==> src/rtl/slt_pkg.sv <==
`default_nettype none
package slt_pkg;

  // Result events.
  localparam logic [2:0] EV_BYTE     = 3'd0;
  localparam logic [2:0] EV_WORD_END = 3'd1;
  localparam logic [2:0] EV_OP       = 3'd2;
  localparam logic [2:0] EV_ERR      = 3'd3;
  localparam logic [2:0] EV_LINE_END = 3'd4;

  // Operator codes.
  localparam logic [2:0] OP_PIPE   = 3'd0;
  localparam logic [2:0] OP_DETACH = 3'd1;
  localparam logic [2:0] OP_AND    = 3'd2;
  localparam logic [2:0] OP_OR     = 3'd3;
  localparam logic [2:0] OP_SEMI   = 3'd4;

  // Error codes.
  localparam logic ERR_BAD_PAIR  = 1'b0;
  localparam logic ERR_BAD_PLACE = 1'b1;

  // Held operator kinds.
  localparam logic [1:0] HK_NONE = 2'd0;
  localparam logic [1:0] HK_BAR  = 2'd1;
  localparam logic [1:0] HK_AMP  = 2'd2;
  localparam logic [1:0] HK_SEMI = 2'd3;

  // Quote modes.
  localparam logic [1:0] QM_NORMAL = 2'd0;
  localparam logic [1:0] QM_SINGLE = 2'd1;
  localparam logic [1:0] QM_DOUBLE = 2'd2;

  // Kind of the previous token.
  localparam logic [1:0] PK_NONE = 2'd0;
  localparam logic [1:0] PK_CMD  = 2'd1;
  localparam logic [1:0] PK_ARG  = 2'd2;
  localparam logic [1:0] PK_OP   = 2'd3;

  // Byte values.
  localparam logic [7:0] CH_BAR    = 8'h7C;
  localparam logic [7:0] CH_AMP    = 8'h26;
  localparam logic [7:0] CH_SEMI   = 8'h3B;
  localparam logic [7:0] CH_SQUOTE = 8'h27;
  localparam logic [7:0] CH_DQUOTE = 8'h22;
  localparam logic [7:0] CH_SPACE  = 8'h20;
  localparam logic [7:0] CH_TAB    = 8'h09;

  localparam int SLT_MAX_RES     = 4;
  localparam int SLT_QUEUE_DEPTH = 4;

  typedef struct packed {
    logic [2:0] event_res;
    logic [7:0] char_out;
    logic       word_label;
    logic [2:0] op_code;
    logic       error_code;
  } slt_res_t;

  // All results caused by one byte; last_idx is the index of the final one.
  typedef struct packed {
    slt_res_t [SLT_MAX_RES-1:0] res;
    logic [1:0]                 last_idx;
  } slt_bundle_t;

endpackage
`default_nettype wire

==> src/rtl/slt_if.sv <==
`default_nettype none
interface slt_in_if;
  logic       valid;
  logic       ready;
  logic [7:0] char_in;
  logic       end_of_line;

  modport source(output valid, output char_in, output end_of_line, input ready);
  modport sink(input valid, input char_in, input end_of_line, output ready);
endinterface

interface slt_out_if;
  logic       valid;
  logic       ready;
  logic [2:0] event_res;
  logic [7:0] char_out;
  logic       word_label;
  logic [2:0] op_code;
  logic       error_code;
  logic       last_of_run;

  modport source(output valid, output event_res, output char_out, output word_label,
                 output op_code, output error_code, output last_of_run, input ready);
  modport sink(input valid, input event_res, input char_out, input word_label,
               input op_code, input error_code, input last_of_run, output ready);
endinterface
`default_nettype wire

==> src/rtl/slt_front.sv <==
`default_nettype none
module slt_front (
  input  logic               clk,
  input  logic               rst_n,
  slt_in_if.sink             in_ch,
  input  logic               q_full,
  output logic               push,
  output slt_pkg::slt_bundle_t push_data
);
  import slt_pkg::*;

  typedef struct packed {
    logic [1:0] quote;
    logic [1:0] held;
    logic       word_open;
    logic [1:0] prev;
    logic       err_seen;
  } slt_state_t;

  typedef struct packed {
    slt_state_t                 st;
    slt_res_t [SLT_MAX_RES-1:0] res;
    logic [2:0]                 n;
  } slt_work_t;

  slt_state_t state_r;
  slt_state_t state_nxt;
  slt_work_t  work;
  logic       accept;

  function automatic slt_res_t mk_res(logic [2:0] ev, logic [7:0] ch, logic lab,
                                      logic [2:0] op, logic err);
    slt_res_t r;
    r.event_res  = ev;
    r.char_out   = ch;
    r.word_label = lab;
    r.op_code    = op;
    r.error_code = err;
    return r;
  endfunction

  function automatic slt_work_t f_put(slt_work_t w, slt_res_t r);
    slt_work_t o;
    o = w;
    if (w.n < 3'(SLT_MAX_RES)) begin
      o.res[w.n[1:0]] = r;
      o.n = w.n + 3'd1;
    end
    return o;
  endfunction

  function automatic logic [1:0] op_kind(logic [7:0] c);
    logic [1:0] k;
    k = HK_NONE;
    if (c == CH_BAR) k = HK_BAR;
    else if (c == CH_AMP) k = HK_AMP;
    else if (c == CH_SEMI) k = HK_SEMI;
    return k;
  endfunction

  function automatic slt_work_t f_error(slt_work_t w, logic code);
    slt_work_t o;
    o = f_put(w, mk_res(EV_ERR, 8'd0, 1'b0, OP_PIPE, code));
    o.st.err_seen  = 1'b1;
    o.st.held      = HK_NONE;
    o.st.word_open = 1'b0;
    return o;
  endfunction

  // An operator is legal only right after a word.
  function automatic slt_work_t f_emit_op(slt_work_t w, logic [2:0] code);
    slt_work_t o;
    if (w.st.prev == PK_CMD || w.st.prev == PK_ARG) begin
      o = f_put(w, mk_res(EV_OP, 8'd0, 1'b0, code, ERR_BAD_PAIR));
      o.st.prev = PK_OP;
    end else begin
      o = f_error(w, ERR_BAD_PLACE);
    end
    return o;
  endfunction

  function automatic slt_work_t f_resolve(slt_work_t w, logic [1:0] h);
    slt_work_t o;
    if (h == HK_BAR) o = f_emit_op(w, OP_PIPE);
    else if (h == HK_AMP) o = f_emit_op(w, OP_DETACH);
    else o = f_emit_op(w, OP_SEMI);
    return o;
  endfunction

  function automatic slt_work_t f_append(slt_work_t w, logic [7:0] c);
    slt_work_t o;
    o = w;
    if (!o.st.word_open) begin
      o.st.word_open = 1'b1;
      o.st.prev = (o.st.prev == PK_CMD || o.st.prev == PK_ARG) ? PK_ARG : PK_CMD;
    end
    o = f_put(o, mk_res(EV_BYTE, c, o.st.prev == PK_ARG, OP_PIPE, ERR_BAD_PAIR));
    return o;
  endfunction

  function automatic slt_work_t f_close(slt_work_t w);
    slt_work_t o;
    o = w;
    if (w.st.word_open) begin
      o = f_put(w, mk_res(EV_WORD_END, 8'd0, w.st.prev == PK_ARG, OP_PIPE, ERR_BAD_PAIR));
      o.st.word_open = 1'b0;
    end
    return o;
  endfunction

  function automatic slt_work_t f_process(slt_work_t w, logic [7:0] c);
    slt_work_t  o;
    logic [1:0] k;
    o = w;
    k = op_kind(c);
    if (w.st.quote == QM_SINGLE) begin
      if (c == CH_SQUOTE) o.st.quote = QM_NORMAL;
      else o = f_append(w, c);
    end else if (w.st.quote == QM_DOUBLE) begin
      if (c == CH_DQUOTE) o.st.quote = QM_NORMAL;
      else o = f_append(w, c);
    end else if (c == CH_SQUOTE) begin
      o.st.quote = QM_SINGLE;
    end else if (c == CH_DQUOTE) begin
      o.st.quote = QM_DOUBLE;
    end else if (c == CH_SPACE || c == CH_TAB) begin
      o = f_close(w);
    end else if (k != HK_NONE) begin
      o = f_close(w);
      o.st.held = k;
    end else begin
      o = f_append(w, c);
    end
    return o;
  endfunction

  always_comb begin
    logic [1:0] h;
    logic [1:0] k;
    work    = '0;
    work.st = state_r;
    h       = state_r.held;
    k       = op_kind(in_ch.char_in);
    if (!state_r.err_seen) begin
      if (h != HK_NONE) begin
        work.st.held = HK_NONE;
        if (k != HK_NONE) begin
          // Only a doubled bar or ampersand forms a two-byte operator.
          if (k == h && k != HK_SEMI) begin
            work = f_emit_op(work, (h == HK_BAR) ? OP_OR : OP_AND);
          end else begin
            work = f_error(work, ERR_BAD_PAIR);
          end
        end else begin
          work = f_resolve(work, h);
          if (!work.st.err_seen) begin
            work = f_process(work, in_ch.char_in);
          end
        end
      end else begin
        work = f_process(work, in_ch.char_in);
      end
      if (in_ch.end_of_line && !work.st.err_seen) begin
        if (work.st.held != HK_NONE) begin
          h = work.st.held;
          work.st.held = HK_NONE;
          work = f_resolve(work, h);
        end
        if (!work.st.err_seen) begin
          work = f_close(work);
        end
      end
    end
    if (in_ch.end_of_line) begin
      work = f_put(work, mk_res(EV_LINE_END, 8'd0, 1'b0, OP_PIPE, ERR_BAD_PAIR));
      work.st = '0;
    end
  end

  assign in_ch.ready = !q_full;
  assign accept      = in_ch.valid && !q_full;
  assign push        = accept && (work.n != 3'd0);

  always_comb begin
    push_data.res      = work.res;
    push_data.last_idx = 2'(work.n - 3'd1);
  end

  always_comb begin
    state_nxt = state_r;
    if (accept) begin
      state_nxt = work.st;
    end
  end

  always_ff @(posedge clk) begin
    if (!rst_n) begin
      state_r <= '0;
    end else begin
      state_r <= state_nxt;
    end
  end

endmodule
`default_nettype wire

==> src/rtl/slt_queue.sv <==
`default_nettype none
module slt_queue #(
  parameter int DEPTH = slt_pkg::SLT_QUEUE_DEPTH
) (
  input  logic                 clk,
  input  logic                 rst_n,
  input  logic                 push,
  input  slt_pkg::slt_bundle_t push_data,
  input  logic                 pop,
  output logic                 full,
  output logic                 empty,
  output slt_pkg::slt_bundle_t head
);
  import slt_pkg::*;

  localparam int AW = (DEPTH > 1) ? $clog2(DEPTH) : 1;
  localparam int CW = $clog2(DEPTH + 1);

  slt_bundle_t   mem_r [DEPTH];
  logic [AW-1:0] wr_ptr_r, wr_ptr_nxt;
  logic [AW-1:0] rd_ptr_r, rd_ptr_nxt;
  logic [CW-1:0] count_r, count_nxt;
  logic          do_push;
  logic          do_pop;

  assign full    = (count_r == CW'(DEPTH));
  assign empty   = (count_r == '0);
  assign do_push = push && !full;
  assign do_pop  = pop && !empty;
  assign head    = mem_r[rd_ptr_r];

  always_comb begin
    wr_ptr_nxt = wr_ptr_r;
    rd_ptr_nxt = rd_ptr_r;
    count_nxt  = count_r;
    if (do_push) begin
      wr_ptr_nxt = (wr_ptr_r == AW'(DEPTH - 1)) ? '0 : wr_ptr_r + AW'(1);
    end
    if (do_pop) begin
      rd_ptr_nxt = (rd_ptr_r == AW'(DEPTH - 1)) ? '0 : rd_ptr_r + AW'(1);
    end
    if (do_push && !do_pop) begin
      count_nxt = count_r + CW'(1);
    end else if (do_pop && !do_push) begin
      count_nxt = count_r - CW'(1);
    end
  end

  always_ff @(posedge clk) begin
    if (do_push) begin
      mem_r[wr_ptr_r] <= push_data;
    end
  end

  always_ff @(posedge clk) begin
    if (!rst_n) begin
      wr_ptr_r <= '0;
      rd_ptr_r <= '0;
      count_r  <= '0;
    end else begin
      wr_ptr_r <= wr_ptr_nxt;
      rd_ptr_r <= rd_ptr_nxt;
      count_r  <= count_nxt;
    end
  end

endmodule
`default_nettype wire

==> src/rtl/slt_back.sv <==
`default_nettype none
module slt_back (
  input  logic                 clk,
  input  logic                 rst_n,
  input  slt_pkg::slt_bundle_t head,
  input  logic                 empty,
  output logic                 pop,
  slt_out_if.source            out_ch
);
  import slt_pkg::*;

  logic       out_valid_r, out_valid_nxt;
  slt_res_t   out_res_r;
  logic       out_last_r;
  logic [1:0] idx_r, idx_nxt;
  logic       load;
  logic       at_last;

  assign load    = !empty && (!out_valid_r || out_ch.ready);
  assign at_last = (idx_r == head.last_idx);
  assign pop     = load && at_last;

  always_comb begin
    out_valid_nxt = out_valid_r;
    idx_nxt       = idx_r;
    if (load) begin
      out_valid_nxt = 1'b1;
      idx_nxt       = at_last ? 2'd0 : idx_r + 2'd1;
    end else if (out_ch.ready) begin
      out_valid_nxt = 1'b0;
    end
  end

  always_ff @(posedge clk) begin
    if (!rst_n) begin
      out_valid_r <= 1'b0;
      idx_r       <= 2'd0;
    end else begin
      out_valid_r <= out_valid_nxt;
      idx_r       <= idx_nxt;
    end
  end

  always_ff @(posedge clk) begin
    if (load) begin
      out_res_r  <= head.res[idx_r];
      out_last_r <= at_last;
    end
  end

  assign out_ch.valid       = out_valid_r;
  assign out_ch.event_res   = out_res_r.event_res;
  assign out_ch.char_out    = out_res_r.char_out;
  assign out_ch.word_label  = out_res_r.word_label;
  assign out_ch.op_code     = out_res_r.op_code;
  assign out_ch.error_code  = out_res_r.error_code;
  assign out_ch.last_of_run = out_last_r;

endmodule
`default_nettype wire

==> src/rtl/shell_line_tokenizer.sv <==
`default_nettype none
// Channel   Dir  Payload                                              Handshake
// in_ch     in   char_in[8], end_of_line                             valid/ready
// out_ch    out  event_res[3], char_out[8], word_label, op_code[3],  valid/ready
//                error_code, last_of_run
//
// One byte is accepted per cycle while the bundle queue has room; its results
// leave one per cycle while the receiver is ready.
// The first result beat of a byte passes the queue and then the output register;
// with the receiver ready it is taken at the following edge.
// rst_n is synchronous, active low; it clears the lexer state, the queue and
// the output register. Either side may stall: the queue holds up to QUEUE_DEPTH
// result bundles, and a held output beat keeps its payload until taken.
module shell_line_tokenizer #(
  parameter int QUEUE_DEPTH = slt_pkg::SLT_QUEUE_DEPTH
) (
  input  logic       clk,
  input  logic       rst_n,
  slt_in_if.sink     in_ch,
  slt_out_if.source  out_ch
);
  import slt_pkg::*;

  // The front end lexes each byte against the quote, lookahead and word state
  // and packs every result that byte causes into one bundle.
  logic        push;
  slt_bundle_t push_data;
  logic        q_full;
  logic        q_empty;
  logic        pop;
  slt_bundle_t head;

  slt_front u_front (
    .clk       (clk),
    .rst_n     (rst_n),
    .in_ch     (in_ch),
    .q_full    (q_full),
    .push      (push),
    .push_data (push_data)
  );

  // Bundles wait here, so a byte that fans out into several results does not
  // stall input until the queue actually fills.
  slt_queue #(
    .DEPTH (QUEUE_DEPTH)
  ) u_queue (
    .clk       (clk),
    .rst_n     (rst_n),
    .push      (push),
    .push_data (push_data),
    .pop       (pop),
    .full      (q_full),
    .empty     (q_empty),
    .head      (head)
  );

  // The back end walks each bundle and, while the receiver is ready, presents one
  // result beat per cycle from a registered output, marking each byte's final beat.
  slt_back u_back (
    .clk    (clk),
    .rst_n  (rst_n),
    .head   (head),
    .empty  (q_empty),
    .pop    (pop),
    .out_ch (out_ch)
  );

endmodule
`default_nettype wire

==> src/flat_wrapper.sv <==
// flat-port wrapper written by rule: the top's interface ports become plain ports
module shell_line_tokenizer_flat import slt_pkg::*;
#(
  parameter int QUEUE_DEPTH = slt_pkg::SLT_QUEUE_DEPTH
)
  (clk, rst_n, in_ch_valid, in_ch_char_in, in_ch_end_of_line, in_ch_ready, out_ch_valid, out_ch_event_res, out_ch_char_out, out_ch_word_label, out_ch_op_code, out_ch_error_code, out_ch_last_of_run, out_ch_ready);
  slt_in_if in_ch_i ();
  slt_out_if out_ch_i ();
  input  logic clk;
  input  logic rst_n;
  input wire logic [$bits(in_ch_i.valid)-1:0] in_ch_valid;
  input wire logic [$bits(in_ch_i.char_in)-1:0] in_ch_char_in;
  input wire logic [$bits(in_ch_i.end_of_line)-1:0] in_ch_end_of_line;
  output wire logic [$bits(in_ch_i.ready)-1:0] in_ch_ready;
  output wire logic [$bits(out_ch_i.valid)-1:0] out_ch_valid;
  output wire logic [$bits(out_ch_i.event_res)-1:0] out_ch_event_res;
  output wire logic [$bits(out_ch_i.char_out)-1:0] out_ch_char_out;
  output wire logic [$bits(out_ch_i.word_label)-1:0] out_ch_word_label;
  output wire logic [$bits(out_ch_i.op_code)-1:0] out_ch_op_code;
  output wire logic [$bits(out_ch_i.error_code)-1:0] out_ch_error_code;
  output wire logic [$bits(out_ch_i.last_of_run)-1:0] out_ch_last_of_run;
  input wire logic [$bits(out_ch_i.ready)-1:0] out_ch_ready;
  assign in_ch_i.valid = in_ch_valid;
  assign in_ch_i.char_in = in_ch_char_in;
  assign in_ch_i.end_of_line = in_ch_end_of_line;
  assign in_ch_ready = in_ch_i.ready;
  assign out_ch_valid = out_ch_i.valid;
  assign out_ch_event_res = out_ch_i.event_res;
  assign out_ch_char_out = out_ch_i.char_out;
  assign out_ch_word_label = out_ch_i.word_label;
  assign out_ch_op_code = out_ch_i.op_code;
  assign out_ch_error_code = out_ch_i.error_code;
  assign out_ch_last_of_run = out_ch_i.last_of_run;
  assign out_ch_i.ready = out_ch_ready;
  shell_line_tokenizer #(.QUEUE_DEPTH(QUEUE_DEPTH)) u_core (.clk(clk), .rst_n(rst_n), .in_ch(in_ch_i), .out_ch(out_ch_i));
endmodule
==> config.mk <==
export PLATFORM = sky130hd
export DESIGN_NAME = shell_line_tokenizer_flat
export DESIGN_NICKNAME = d
export VERILOG_FILES = /design/src/rtl/slt_pkg.sv /design/src/rtl/slt_if.sv /design/src/rtl/slt_front.sv /design/src/rtl/slt_queue.sv /design/src/rtl/slt_back.sv /design/src/rtl/shell_line_tokenizer.sv /design/src/flat_wrapper.sv
export SDC_FILE = /design/constraint.sdc
export NUM_CORES = 1
export LEC_CHECK = 0
export BUFFER_PORTS_ARGS = -buffer_cell sky130_fd_sc_hd__buf_2
export CAP_MARGIN = 30
export CORE_MARGIN = 2
export CORE_UTILIZATION = 50
export DETAILED_ROUTE_END_ITERATION = 12
export MAX_ROUTING_LAYER = met4
export PLACE_DENSITY = 0.66
export SLEW_MARGIN = 20
export SYNTH_ARGS = -nofsm -noshare
export SYNTH_HDL_FRONTEND = slang
export SYNTH_HIERARCHICAL = 1
export SYNTH_SLANG_ARGS = --single-unit
==> constraint.sdc <==
create_clock -name clk -period 11.3 [get_ports clk]
set_input_delay 1.13 -clock clk [delete_from_list [all_inputs] [get_ports clk]]
set_output_delay 1.13 -clock clk [all_outputs]
set_load 0.005 [all_outputs]
==> load_flow_metrics.sql, run 1 <==
INSERT INTO impl_metrics (metric_group, metric, value, unit) VALUES
('power_and_ir_drop', 'intPower', '2192', 'µW'),
('clock_network', 'clk_latency', '560', 'ps'),
('critical_path', 'crit_path_max_fanout', '16', ''),
('cells_and_area', 'post-route-cell-area', '0.01481', 'mm²'),
('routing', 'num_vias', '7220', ''),
('cells_and_area', 'growth_of_design_area_from_synthesis_to_finish', '7.182', '%'),
('floorplanning', 'boundaryPins', '32', ''),
('timing', 'setup_failing_eps_final', '0', ''),
('timing', 'fin_worst_skew', '23.50', 'ps'),
('routing', 'drc', '0', ''),
('cells_and_area', 'final_net_count', '855', ''),
('synthesis', 'synth_enable_flop_cells', '281', ''),
('clock_network', 'cts-root-buf', 'clkbuf_16', ''),
('routing', 'avgRoutedWirePerCell', '23.10', 'µm'),
('clock_network', 'post_cts.resized_instances', '0', ''),
('floorplanning', 'core.rowCount', '60', ''),
('floorplanning', 'die_w', '170.2', 'µm'),
('critical_path', 'critPathLaunchType', 'input pin', ''),
('routing', 'iteration_count_of_the_initial_detailed_routing_pass', '5', ''),
('run_status', 'status', 'finished clean', ''),
('clock_network', 'tritoncts.num_buffers', '30', ''),
('critical_path', 'worst-setup-path-type', 'input pin to register', ''),
('floorplanning', 'initial_utilization', '51.12', '%'),
('placed_design', 'port_buffers', '31', ''),
('synthesis', 'ys_async_sr_fraction', '0', '%'),
('cells_and_area', 'post_route_cells_drive_above_1_share', '24.02', '%'),
('synthesis', 'synth.cell_area', '0.01382', 'mm²'),
('global_route', 'groute.usage.overall', '20.00', '%'),
('run', 'maxCapViolCount', '0', ''),
('timing', 'timing.final.hold_violations', '0', ''),
('placed_design', 'area_after_detailed_placement', '0.01382', 'mm²'),
('synthesis', 'yosys-top-cells-count', '281 x edfxtp_1, 82 x mux4_2, 68 x buf_4', ''),
('critical_path', 'buf_inv_stages_crit_path', '2', ''),
('timing', 'final.period_utilization', '65.55', '%'),
('global_route', 'grt_start_max_net_pins', '67', ''),
('global_route', 'grt_busiest_layer', 'met2', ''),
('clock_network', 'ctsHoldBuffers', '0', ''),
('critical_path', 'crit_path_cells', 'buf_2 > nor4b_4 > nand4_1 > nor3b_2 > a211o_1 > o31a_1 > ha_1 > o21ai_2 > ha_1 > a311o_1 > o211a_4 > nor4_4 > nor2_1 > ha_1 > a31oi_1 > nor2b_1 > ha_1 > inv_1 > fa_1 > xor2_1 > or3_1 > a21boi_0', ''),
('critical_path', 'timing.critical_path.slowest_stage_cell', 'nor4_4', ''),
('global_route', 'grt_pass1_vias', '7399', ''),
('global_route', 'grt_use_met3', '2.395', '%'),
('placed_design', 'hpwlAfterDp', '17.55', 'mm'),
('power_and_ir_drop', 'power.static_leakage', '0.004798', 'µW'),
('timing', 'fin_tns_setup', '0', 'ps'),
('placed_design', 'gp_routability_congestion', '0.9169', ''),
('clock_network', 'postCtsSetupRepairBufs', '0', ''),
('power_and_ir_drop', 'pwr_density_cell', '197.2', 'mW/mm²'),
('cells_and_area', 'n_antenna_cell', '0', ''),
('synthesis', 'post_synth_inst_count', '829', ''),
('floorplanning', 'placeableCoreArea', '0.02703', 'mm²'),
('routing', 'dr.first_iter.drc_count', '458', ''),
('power_and_ir_drop', 'power_frac_clock', '30.7', '%'),
('clock_network', 'clock_path_buffers', '3', ''),
('synthesis', 'yosysTopAreaCell', 'edfxtp_1', ''),
('timing', 'final_critical_path_setup_slack', '3893', 'ps'),
('critical_path', 'critical_path_arrival', '7890', 'ps'),
('placed_design', 'dpl_worst_slack', '3310', 'ps'),
('synthesis', 'post_synth_num_cell_types', '85', ''),
('timing', 'max_slew.worst_pin.slew', '972.5', 'ps'),
('power_and_ir_drop', 'switching_share', '24.95', '%'),
('power_and_ir_drop', 'power_switching', '728.7', 'µW'),
('global_route', 'use_met1', '26.57', '%'),
('synthesis', 'synthesis.area_per_instance', '16.67', 'µm²'),
('synthesis', 'ys.warnings.count', '6', ''),
('floorplanning', 'fp.dieH', '170.2', 'µm'),
('timing', 'fin_crit', '7407', 'ps'),
('global_route', 'grt_pass1_wl', '42.38', 'mm'),
('clock_network', 'cts_tree', 'yes', ''),
('clock_network', 'count_of_clock_tree_sinks', '301', ''),
('critical_path', 'path_common_cell', 'ha_1', ''),
('critical_path', 'crit_path_max_incr_delay', '710', 'ps');
[stage by stage]
| stage | hold WS, ps | cells | util (%) |
|---|---|---|---|
| CTS | 524.1 | 1177 | 54.39 |
| finish | 518.7 | 1182 | 54.79 |
| floorplan | 467.7 | 847 | - |
| global route | 545.0 | 1182 | 54.79 |
| global placement | 477.6 | 1127 | 51.09 |
| detailed placement | 515.5 | 1127 | 51.12 |
[worst register-to-register path: stages, from the launching register on]
cell and delay, ps:
dfxtp_1 420, inv_1 90, ha_1 420, and2_1 270, o31ai_1 210, a211o_1 290
o31a_1 550, ha_1 350, o21ai_2 290, ha_1 280, a311o_1 310, o211a_4 200
nor4_4 710, nor2_1 120, ha_1 210, a31oi_1 170, nor2b_1 440, ha_1 270
inv_1 60, fa_1 370, xor2_1 180, or3_1 300, a21boi_0 150
[placed cells by master (no fill, tap or decap), types with 8 or more instances in the layout]
| cell type | synthesis | layout |
|---|---|---|
| nor2b_1 | 12 | 12 |
| mux4_2 | 82 | 82 |
| ha_1 | 18 | 18 |
| a21oi_1 | 14 | 14 |
| clkbuf_16 | 0 | 30 |
| nor4_1 | 10 | 10 |
| and3_1 | 12 | 12 |
| inv_1 | 24 | 24 |
| nor2_1 | 27 | 26 |
| nor3_1 | 22 | 22 |
| clkbuf_1 | 10 | 9 |
| nand2_1 | 34 | 34 |
| buf_4 | 68 | 9 |
| nand3_1 | 15 | 15 |
| dfxtp_1 | 20 | 18 |
| conb_1 | 1 | 19 |
| edfxtp_1 | 281 | 281 |
| nand4_1 | 8 | 8 |
| o21ai_0 | 19 | 19 |
| buf_2 | 10 | 31 |
[cell type report]
| cell class | instances | area, µm² |
|---|---|---|
| timing repair buffer | 45 | 330.3 |
| inverter | 25 | 93.84 |
| multi-input combinational | 420 | 4229 |
| sequential | 301 | 8843 |
| clock buffer | 39 | 784.5 |
| tap | 341 | 426.7 |
| fill | 2134 | 12220 |
| clock inverter | 11 | 100.1 |
[registers in the layout, indices dropped and copies added (netlist names), named ones only]
register / cells
u_core/u_back/idx_r: 2
u_core/u_back/out_ch.char_out: 8
u_core/u_back/out_ch.error_code: 1
u_core/u_back/out_ch.event_res: 3
u_core/u_back/out_ch.last_of_run: 1
u_core/u_back/out_ch.op_code: 3
u_core/u_back/out_ch.valid: 1
u_core/u_back/out_ch.word_label: 1
u_core/u_front/state_r: 8
u_core/u_queue/count_r: 3
u_core/u_queue/mem_r: 264
u_core/u_queue/rd_ptr_r: 2
u_core/u_queue/wr_ptr_r: 2
[final timing paths]
path | to | depth (start not counted) | slack (ps) | startpoint
min reg2reg | u_core/u_queue/wr_ptr_r[0] | 2 | 520 | u_core/u_queue/wr_ptr_r[0]
max | u_core/u_queue/count_r[2] | 22 | 3890 | in_ch_char_in[1]
max reg2reg | u_core/u_queue/count_r[2] | 22 | 4570 | u_core/u_front/state_r[1]
min | u_core/u_queue/wr_ptr_r[0] | 2 | 520 | u_core/u_queue/wr_ptr_r[0]
[power by group through the flow]
stage | registers, µW | clock network [µW] | logic, µW
2_1_floorplan | 1480 | 0 | 418
3_3_place_gp | 1490 | 0 | 537
3_5_place_dp | 1500 | 0 | 544
4_1_cts | 1480 | 917 | 549
5_1_grt | 1490 | 958 | 601
6_report | 1470 | 896 | 551
[layer usage]
layer	up-vias	wire length, µm
met1	3748	11590
met3	39	1414
met5	-	0
met4	0	567
met2	217	13730
li1	3216	-
[kinds of logic (layout without fill, tap and decap cells)]
kind of cell               Yosys count  count (layout)  share of synthesized area (%)
DFF                                301             301                          63.97
and+or+nand+nor                    190             190                          7.997
buffers and inverters              126             120                          6.013
AOI/OAI and AO/OA                   97              97                          5.715
muxes                               86              86                          13.66
adders and majority gates           19              19                          1.775
xor gates and xnor gates             9               9                         0.8423
other                                1              19                        0.02714
No activity file was read; power rests on OpenSTA's default activity.
==> run 2: changes to the inputs <==
--- a/config.mk
+++ b/config.mk
@@ -5,13 +5,14 @@
 export SDC_FILE = /design/constraint.sdc
 export NUM_CORES = 1
 export LEC_CHECK = 0
+export ABC_AREA = 1
 export BUFFER_PORTS_ARGS = -buffer_cell sky130_fd_sc_hd__buf_2
 export CAP_MARGIN = 30
 export CORE_MARGIN = 2
 export CORE_UTILIZATION = 50
 export DETAILED_ROUTE_END_ITERATION = 12
 export MAX_ROUTING_LAYER = met4
-export PLACE_DENSITY = 0.66
+export PLACE_DENSITY = 0.68
 export SLEW_MARGIN = 20
 export SYNTH_ARGS = -nofsm -noshare
 export SYNTH_HDL_FRONTEND = slang
==> constraint.sdc (replaced) <==
create_clock -name clk -period 6.1 [get_ports clk]
set_input_delay 0.61 -clock clk [delete_from_list [all_inputs] [get_ports clk]]
set_output_delay 0.61 -clock clk [all_outputs]
set_load 0.005 [all_outputs]
==> load_flow_metrics.sql, run 2 <==
INSERT INTO impl_metrics (metric_group, metric, value, unit) VALUES
('run_status', 'status', 'finished clean', ''),
('clock_network', 'cts.reportedPaths.clkPinSlew', '60', 'ps'),
('clock_network', 'cts_tree', 'yes', ''),
('global_route', 'grt_antenna_before_repair', '1', ''),
('timing', 'max_slew_margin', '33.91', '%'),
('global_route', 'grt-ovfl-total', '0', ''),
('clock_network', 'postCtsSetupRepairBufs', '0', ''),
('clock_network', 'ctsHoldBuffers', '0', ''),
('synthesis', 'ys_seq_area_share', '57.31', '%'),
('routing', 'iteration_count_of_the_initial_detailed_routing_pass', '10', ''),
('floorplanning', 'die_w', '179.6', 'µm'),
('power_and_ir_drop', 'total_power', '6450', 'µW'),
('cells_and_area', 'leading_cell_types_in_the_layout_fill_and_taps_excluded', '281 x edfxtp_1, 210 x nor2_1, 162 x o21ai_0, 154 x nand2_1, 86 x inv_1', ''),
('synthesis', 'yosys.area.top_type_share', '54.71', '%'),
('synthesis', 'ys.warnings.count', '6', ''),
('routing', 'number_of_nets_with_antenna_violations_after_detailed_routing', '0', ''),
('critical_path', 'critPathLaunchType', 'register', ''),
('floorplanning', 'boundaryPins', '32', ''),
('timing', 'timing.final.hold_violations', '0', ''),
('cells_and_area', 'fillerInstances', '2619', ''),
('synthesis', 'cell_types_with_the_largest_area_share_after_synthesis', 'edfxtp_1 55%, o21ai_0 5.3%, nor2_1 5.2%', ''),
('timing', 'fin_worst_skew', '18.40', 'ps'),
('power_and_ir_drop', 'power.static_leakage', '0.005934', 'µW'),
('cells_and_area', 'post_route_cells_drive_above_1_share', '19.46', '%'),
('routing', 'drc', '0', ''),
('floorplanning', 'initial_utilization', '50.55', '%'),
('synthesis', 'synth.most_common_cell', 'edfxtp_1', ''),
('global_route', 'groute.usage.overall', '22.74', '%'),
('routing', 'via_per_inst', '5.674', ''),
('clock_network', 'cts-root-buf', 'clkbuf_16', ''),
('placed_design', 'place.detailed.instances', '1775', ''),
('critical_path', 'path_common_cell', 'inv_1', ''),
('critical_path', 'crit_path_max_fanout', '12', ''),
('floorplanning', 'fp.dieH', '179.6', 'µm'),
('global_route', 'grt_pass1_wl', '56.19', 'mm'),
('routing', 'dr.first_iter.drc_count', '1098', ''),
('routing', 'routed_wl', '36.00', 'mm'),
('routing', 'num_vias', '10390', ''),
('run', 'maxCapViolCount', '0', ''),
('global_route', 'grt_pass1_vias', '9777', ''),
('critical_path', 'worst-setup-path-type', 'register to register', ''),
('synthesis', 'ys_async_sr_fraction', '0', '%'),
('timing', 'grt_setup_unrepaired', 'false', ''),
('synthesis', 'yosys-top-cells-count', '281 x edfxtp_1, 214 x nor2_1, 162 x o21ai_0', ''),
('timing', 'timing_max_transition_violations_final', '0', ''),
('floorplanning', 'design.die.area', '0.03227', 'mm²'),
('critical_path', 'timing.critical_path.slowest_stage_cell', 'dfxtp_1', ''),
('timing', 'final.period_utilization', '87.59', '%'),
('floorplanning', 'placeableCoreArea', '0.03051', 'mm²'),
('cells_and_area', 'finalNonFillerCells', '1831', ''),
('critical_path', 'critical_path_arrival', '5790', 'ps'),
('placed_design', 'gp_routability_congestion', '0.9459', ''),
('critical_path', 'critPathCaptureType', 'register', ''),
('critical_path', 'crit_path_max_incr_delay', '420', 'ps'),
('synthesis', 'leading_register_cell_type_out_of_synthesis', 'edfxtp_1', ''),
('clock_network', 'clock_path_buffers', '3', ''),
('timing', 'fin_crit', '5343', 'ps'),
('placed_design', 'hpwlAfterDp', '23.28', 'mm'),
('synthesis', 'yosysTopAreaCell', 'edfxtp_1', ''),
('critical_path', 'cp_data_required_time', '6550', 'ps'),
('clock_network', 'tritoncts.num_buffers', '30', ''),
('cells_and_area', 'growth_of_design_area_from_synthesis_to_finish', '6.230', '%'),
('timing', 'max_slew.worst_pin.slew', '990.0', 'ps'),
('synthesis', 'flop_and_latch_count_out_of_synthesis', '301', ''),
('synthesis', 'synthesis.area_per_instance', '10.68', 'µm²'),
('clock_network', 'post_cts.resized_instances', '0', ''),
('timing', 'setup_failing_eps_final', '0', ''),
('power_and_ir_drop', 'pwr_density_cell', '393.7', 'mW/mm²'),
('routing', 'avgRoutedWirePerCell', '19.66', 'µm'),
('clock_network', 'h-tree-depth', '1', ''),
('cells_and_area', 'largest_register_ff_count', '264', ''),
('global_route', 'grt_start_max_net_pins', '87', ''),
('synthesis', 'post_synth_num_cell_types', '49', ''),
('timing', 'max_clock_freq', '187.2', 'MHz'),
('synthesis', 'synth.cell_area', '0.01542', 'mm²'),
('clock_network', 'clk_latency', '560', 'ps'),
('cells_and_area', 'final_net_count', '1443', ''),
('power_and_ir_drop', 'power.ir.vdd_worst', '0.1998', 'mV'),
('synthesis', 'post_synth_inst_count', '1444', ''),
('placed_design', 'port_buffers', '31', ''),
('worst_hold_path', 'worst_hold_path_type', 'input pin to register', ''),
('cells_and_area', 'largest-register', 'u_core/u_queue/mem_r', ''),
('floorplanning', 'core.rowCount', '64', ''),
('synthesis', 'synth_enable_flop_cells', '281', ''),
('cells_and_area', 'layout_commonest_cell', 'edfxtp_1', ''),
('clock_network', 'count_of_clock_tree_sinks', '301', '');
==> run 2: changes by cell type in the layout (fill, tap and decap cells not counted), moves of 40 or more <==
cell | before | now
nor2_1 | 26 | 210
o21ai_0 | 19 | 162
nand2_1 | 34 | 154
mux4_2 | 82 | 0
inv_1 | 24 | 86
nor2_4 | 1 | 50
o22ai_1 | 2 | 43
o22ai_2 | 0 | 40
==> run 2: final cells by class <==
cell class	count	area (µm²)	share of cell area, %
Clock inverter	14	113.9	0.6949
Antenna cell	1	2.502	0.01527
Tap cell	396	495.5	3.024
Multi-Input combinational cell	919	5300	32.35
Inverter	109	424.2	2.589
Timing Repair Buffer	50	372.9	2.276
Sequential cell	301	8843	53.97
Clock buffer	41	832.0	5.078
==> run 2: path summary, 6_finish.rpt <==
check	from	to	slack, ps	cells past startpoint
worst max register to register	u_core/u_front/state_r[2]	u_core/u_queue/count_r[2]	760	35
worst max-delay path	u_core/u_front/state_r[2]	u_core/u_queue/count_r[2]	760	35
worst min register to register	u_core/u_front/state_r[7]	u_core/u_front/state_r[7]	490	2
worst min-delay path	rst_n	u_core/u_queue/wr_ptr_r[0]	450	3
==> run 2: cell families (layout without fill, tap and decap cells) <==
logic type | count (synthesis) | in the layout | synth area share (%)
and+or+nand+nor | 537 | 537 | 17.60
AOI/OAI and AO/OA | 343 | 343 | 14.39
DFF | 301 | 301 | 57.31
buffers and inverters | 242 | 214 | 9.037
adders and majority gates | 19 | 19 | 1.590
other | 1 | 20 | 0.02431
xor gates and xnor gates | 1 | 1 | 0.05680
==> run 2: worst max-delay path: cells and delay by family, from the launching register on <==
kind / cells / cell delay (ps)
fa+ha+maj: 6 / 1520
buf+inv: 10 / 1030
compound gates: 4 / 860
simple gates: 15 / 1370
flops: 1 / 420
==> run 2: routing by layer <==
metal	up-vias	track usage, %	wire length, µm
met3	58	2.330	2036
met5	-	-	0
met4	0	5.106	631
met2	361	36.40	17310
li1	4914	-	-
met1	5057	31.66	16030
==> run 2: metrics by stage <==
step / hold WS [ps] / instance area (µm²) / utilization [%] / setup WS (ps) / setup TNS [ps]
CTS: 444.8 / 16380 / 53.70 / 781.1 / 0
floorplan: 458.1 / 15490 / - / -904.6 / -238800
detailed placement: 482.4 / 15440 / 50.59 / 374.4 / 0
global placement: 475.9 / 15430 / 50.57 / 517.7 / 0
finish: 452.7 / 16380 / 53.70 / 757.0 / 0
global route: 465.5 / 16380 / 53.70 / 261.4 / 0
==> run 2: where the power goes <==
| group | switching (µW) | internal (µW) |
|---|---|---|
| clock | 744 | 997 |
| combinational | 1260 | 594 |
| sequential | 192 | 2660 |
